==> config.mk <==
export PLATFORM = sky130hd
export DESIGN_NAME = lrf_front
export DESIGN_NICKNAME = d
export VERILOG_FILES = /design/src/lrf_pkg.sv /design/src/lrf_front.sv
export SDC_FILE = /design/constraint.sdc
export NUM_CORES = 1
export LEC_CHECK = 0
export ABC_AREA = 1
export BUFFER_PORTS_ARGS = -buffer_cell sky130_fd_sc_hd__buf_2
export CAP_MARGIN = 20
export CORE_ASPECT_RATIO = 0.75
export CORE_MARGIN = 2
export CORE_UTILIZATION = 34
export CTS_CLUSTER_DIAMETER = 60
export DETAILED_ROUTE_END_ITERATION = 8
export GPL_TIMING_DRIVEN = 0
export RECOVER_POWER = 50
export SLEW_MARGIN = 20
export SYNTH_ARGS = -nofsm -noshare
export SYNTH_HDL_FRONTEND = slang
export SYNTH_SLANG_ARGS = --single-unit
==> constraint.sdc <==
create_clock -name clock -period 3.6 [get_ports clock]
set_input_delay 0 -clock clock [delete_from_list [all_inputs] [get_ports clock]]
set_output_delay 0 -clock clock [all_outputs]
set_load 0.1 [all_outputs]
==> src/lrf_pkg.sv <==
// Shared types and constants of the layered ring FIFO.
package lrf_pkg;

   // Default geometry, handed down by the top level.
   localparam int unsigned DEPTH_DEFAULT       = 256;
   localparam int unsigned ENTRY_WIDTH_DEFAULT = 64;
   localparam int unsigned BATCH_MAX_DEFAULT   = 64;

   // Command queue between the front and the back.
   localparam int unsigned CMDQ_DEPTH = 2;

   // Field widths of the channels.
   localparam int unsigned DATA_W     = 64;
   localparam int unsigned LAYER_W    = 2;
   localparam int unsigned OCC_OUT_W  = 9;
   localparam int unsigned COUNT_W    = 32;
   localparam int unsigned CLEAR_W    = 9;
   localparam int unsigned MAXB_W     = 7;
   localparam int unsigned CSR_IDX_W  = 2;
   localparam int unsigned CSR_DATA_W = 9;

   // Register indexes on the csr port.
   localparam logic [CSR_IDX_W-1:0] CSR_CLEAR_LEVEL = 2'd0;
   localparam logic [CSR_IDX_W-1:0] CSR_MAX_BATCH   = 2'd1;

   localparam logic [CLEAR_W-1:0] CLEAR_LEVEL_RESET = 9'd192;
   localparam logic [MAXB_W-1:0]  MAX_BATCH_RESET   = 7'd32;

   // Operation codes and the skip layer.
   localparam logic OP_WRITE = 1'b0;
   localparam logic OP_READ  = 1'b1;
   localparam logic [LAYER_W-1:0] LAYER_SKIP = 2'd3;

   typedef enum logic [2:0] {
      ST_WRITTEN    = 3'd0,
      ST_DROPPED    = 3'd1,
      ST_SKIPPED    = 3'd2,
      ST_READ_ENTRY = 3'd3,
      ST_READ_EMPTY = 3'd4
   } status_type;

   typedef enum logic [1:0] {
      CMD_WRITE,
      CMD_SKIP,
      CMD_READ
   } cmd_kind_type;

   typedef enum logic {
      BK_IDLE,
      BK_BURST
   } back_state_type;

   typedef struct packed {
      logic               operation;
      logic [DATA_W-1:0]  edge_data;
      logic [LAYER_W-1:0] layer;
   } req_type;

   typedef struct packed {
      logic [2:0]           status;
      logic [DATA_W-1:0]    read_data;
      logic                 last;
      logic [OCC_OUT_W-1:0] occupancy;
      logic                 backpressure;
      logic [COUNT_W-1:0]   written_count;
      logic [COUNT_W-1:0]   consumed_count;
      logic [COUNT_W-1:0]   dropped_count;
      logic [COUNT_W-1:0]   hot_count;
      logic [COUNT_W-1:0]   warm_count;
      logic [COUNT_W-1:0]   cold_count;
      logic [COUNT_W-1:0]   skip_count;
   } rsp_type;

   typedef struct packed {
      cmd_kind_type       kind;
      logic [LAYER_W-1:0] layer;
      logic [DATA_W-1:0]  edge_data;
   } cmd_type;

endpackage

==> src/lrf_front.sv <==
// Front end: takes requests, classifies them and queues the commands.
module lrf_front import lrf_pkg::*; (
   input  logic    clock,
   input  logic    reset,
   input  logic    req_valid,
   output logic    req_stall,
   input  req_type req_data,
   output logic    cmd_valid,
   input  logic    cmd_ready,
   output cmd_type cmd
);

   localparam int unsigned QA_W = (CMDQ_DEPTH > 1) ? $clog2(CMDQ_DEPTH) : 1;
   localparam int unsigned QC_W = $clog2(CMDQ_DEPTH + 1);

   cmd_type           queue_ff [CMDQ_DEPTH];
   logic [QA_W-1:0]   wr_ptr_ff, wr_ptr_in;
   logic [QA_W-1:0]   rd_ptr_ff, rd_ptr_in;
   logic [QC_W-1:0]   count_ff, count_in;
   cmd_type           cls;
   logic              push, pop;

   // Classify the incoming request.
   always_comb begin
      cls.layer     = req_data.layer;
      cls.edge_data = req_data.edge_data;
      if (req_data.operation == OP_READ) begin
         cls.kind = CMD_READ;
      end else if (req_data.layer == LAYER_SKIP) begin
         cls.kind = CMD_SKIP;
      end else begin
         cls.kind = CMD_WRITE;
      end
   end

   assign req_stall = (count_ff == QC_W'(CMDQ_DEPTH));
   assign push      = req_valid && !req_stall;
   assign cmd_valid = (count_ff != '0);
   assign pop       = cmd_valid && cmd_ready;
   assign cmd       = queue_ff[rd_ptr_ff];

   always_comb begin
      wr_ptr_in = wr_ptr_ff;
      rd_ptr_in = rd_ptr_ff;
      if (push) begin
         wr_ptr_in = (wr_ptr_ff == QA_W'(CMDQ_DEPTH - 1)) ? '0 : wr_ptr_ff + 1'b1;
      end
      if (pop) begin
         rd_ptr_in = (rd_ptr_ff == QA_W'(CMDQ_DEPTH - 1)) ? '0 : rd_ptr_ff + 1'b1;
      end
      priority if (push && !pop) begin
         count_in = count_ff + 1'b1;
      end else if (pop && !push) begin
         count_in = count_ff - 1'b1;
      end else begin
         count_in = count_ff;
      end
   end

   always_ff @(posedge clock) begin
      if (reset) begin
         wr_ptr_ff <= '0;
         rd_ptr_ff <= '0;
         count_ff  <= '0;
      end else begin
         wr_ptr_ff <= wr_ptr_in;
         rd_ptr_ff <= rd_ptr_in;
         count_ff  <= count_in;
      end
   end

   always_ff @(posedge clock) begin
      if (push) begin
         queue_ff[wr_ptr_ff] <= cls;
      end
   end

endmodule

==> impl_metrics.py <==
metrics = {
    "outcome": {
        "outcome": "finished, final reports clean",
    },
    "die": {
        "die_x_um": 147,
        "initial_core_util_pct": 34.6,
        "num_rows": 39,
        "die-height_um": 112,
        "dieArea_um2": 16400,
        "num_io_pins": 141,
        "coreArea_um2": 15200,
    },
    "clocking": {
        "clock_latency_ps": 410,
        "clk_pin_slew_ps": 50,
        "cts.sinks": 141,
        "h-tree-depth": 4,
        "tritoncts": "done",
        "cts_setup_buffers": 0,
        "cts_buffers": 17,
        "clockRootBuffer": "clkbuf_16",
        "cts_buffer_depth": 2,
    },
    "placement": {
        "portBuffers": 140,
        "post-place-ws_ps": 1610,
        "place_congestion": 0.669,
        "hpwl_mm": 6.59,
    },
    "detailed_routing": {
        "antenna_left": 0,
        "drtPass1Iterations": 4,
        "drc": 0,
        "post_drt_via_cell_ratio": 4.31,
        "routed_wirelength_mm": 10.2,
        "vias": 3006,
        "first_iter_violations": 121,
        "routedWlPerCell_um": 14.6,
    },
    "setup_path": {
        "r2r-end": "count_ff[1]",
        "start_kind": "register",
        "cp_top_family": "buffers and inverters",
        "reg2reg_from": "count_ff[1]",
        "crit_path_end": "cmd[66]",
        "critPathKind": "register to output pin",
        "ff2ff_setup_slack_ps": 1610,
        "critPathArrivalTime_ps": 2420,
        "required_ps": 3600,
        "end_kind": "output pin",
        "cpPeakStageDelay_ps": 870,
        "crit_path_frequent_cell": "clkbuf_1",
        "cp_max_fo": 10,
        "reg2reg_depth": 8,
        "crit_path_top_delay_cell": "clkbuf_1",
        "cp_num_buf_inv": 3,
        "cp_cell_sequence": "buf_6, clkbuf_1, mux2_2, clkbuf_1",
        "cp.depth": 4,
    },
    "global_route": {
        "grt_pass1_wl_mm": 15.5,
        "grt_antenna_before_repair": 0,
        "grt_usage_pct": 12.6,
        "grt_pass1_vias": 3114,
        "grt_overflow": 0,
        "grt_start_max_net_pins": 26,
    },
    "run": {
        "drv_cap": 0,
    },
    "logic_synthesis": {
        "synth.area.top_cells": "edfxtp_1, mux2_2, mux2_4",
        "ys_seq_area_share_pct": 79.8,
        "synth_warnings": 0,
        "synthXorXnorAreaFrac_pct": 0,
        "ys_ff_latch": 141,
        "netlist_area_um2": 5250,
        "syn_nets": 323,
        "synth_top_cell_by_area": "edfxtp_1",
        "synth_top_area_share_pct": 77.9,
        "synth_top_family_by_area": "multiplexers",
        "synthAdderAreaFrac_pct": 0.239,
        "synth-compound-area-share_pct": 0.477,
        "synth-simple-area-share_pct": 1.53,
        "ys_types": 15,
        "syn_avg_cell_area_um2": 20.9,
        "syn_inst": 251,
        "synthMuxAreaShare_pct": 16.0,
    },
    "timing": {
        "hold_viol": 0,
        "slew-limit-headroom_pct": 19.5,
        "finalClockSkew_ps": 6.14,
        "period_needed_ps": 2420,
        "rsz0062_at_grt": "false",
        "fmax_mhz": 413,
        "drv_slew": 0,
        "setup_viol_count_final": 0,
        "layout_setup_ws_ps": 1180,
        "finalCritPeriodShare_pct": 67.3,
        "worst_pin_slew_ps": 1210,
        "fin_hold_ws_ps": 262,
    },
    "final_layout": {
        "mostFrequentLayoutCell": "edfxtp_1",
        "finalNetCount": 555,
        "antenna_cells": 0,
        "drive_gt1_share_pct": 34.9,
        "final_cell_mix": "edfxtp_1, clkbuf_1, buf_2, dlygate4sd3_1, mux2_2",
        "area_growth_pct": 42.1,
    },
    "power_and_ir_drop": {
        "ir_drop_uv": 402,
        "power_leakage_nw": 2.71,
        "power_density_nw_per_um2": 876,
    },
    "worst_hold_path": {
        "min_path_type": "primary input to register",
    },
}
worst min-delay path, delay by kind of cell:
kind                   cells  cell delay (ps)
buffers and inverters      1              100
AND/OR/NAND/NOR            1               90
AO/OA/AOI/OAI              2              430
layer usage:
metal / wire (µm) / part of all wire, % / GRT usage (%) / vias up
met5: 0 / 0 / 0 / -
met4: 161 / 1.6 / 5.19 / 0
met3: 762 / 7.5 / 4.96 / 18
met2: 4760 / 47 / 20.1 / 116
met1: 4490 / 44 / 15.3 / 1442
li1: - / - / - / 1430
power by group:
| part | internal, mW | switching (mW) | leakage (nW) |
|---|---|---|---|
| Clock | 1.06 | 0.605 | 0.265 |
| Combinational | 0.558 | 2.17 | 1.13 |
| Sequential | 2.07 | 0.0538 | 1.31 |
metrics by stage:
step	std cells	instance area, µm²	power, mW	util (%)	TNS (ps)
floorplan	251	5250	4.46	-	-37110
global placement	596	6200	4.85	40.9	-274130
detailed placement	600	6300	4.88	41.5	0
CTS	698	7550	6.63	49.7	0
global route	698	7450	6.77	49.1	0
finish	698	7450	6.53	49.1	0
cell families (layout without fill, tap and decap cells):
group           after synthesis  in the layout
compound gates                5              5
buf+inv                      16            258
fa+ha+maj                     1              1
mux                          68             68
flops                       141            141
simple gates                 20             20
cell usage after synthesis:
cell type  number
edfxtp_1      136
mux2_2         48
mux2_4         20
nor2_1          9
inv_1           8
nand2_1         8
dfxtp_1         5
buf_2           4
o21ai_0         3
a21oi_1         2
buf_6           2
buf_8           2
nand3_1         2
ha_1            1
nand4_1         1
cell type report:
cell class                      instances  area (µm²)
Clock buffer                           19         433
Fill cell                            1354        7720
Sequential cell                       141        4180
Multi-Input combinational cell         94         973
Tap cell                              205         256
Clock inverter                         10         125
Inverter                                8        30.0
Buffer                                  8        71.3
Timing Repair Buffer                  213        1380
how the worst min path moves through the flow:
stage / startpoint / to / cells after the start
4_1_cts: req_valid / wr_ptr_ff / 4
5_1_grt: req_data[31] / queue_ff[1][29] / 2
3_5_place_dp: req_data[9] / queue_ff[0][7] / 1
3_3_place_gp: req_data[16] / queue_ff[0][14] / 1
6_report: req_valid / wr_ptr_ff / 4
2_1_floorplan: req_data[2] / queue_ff[0][0] / 0
flip-flops by register name, indices dropped and copies added, names as in the netlist, named ones only:
name       flops
count_ff       2
queue_ff     136
wr_ptr_ff      1
rd_ptr_ff      1
what timing repair did:
item / in CTS / in global routing
resized for setup: 0 / 0
hold buffers: 69 / 0
hold endpoints to repair: 141 / 0
No activity file was read; power rests on OpenSTA's default activity.
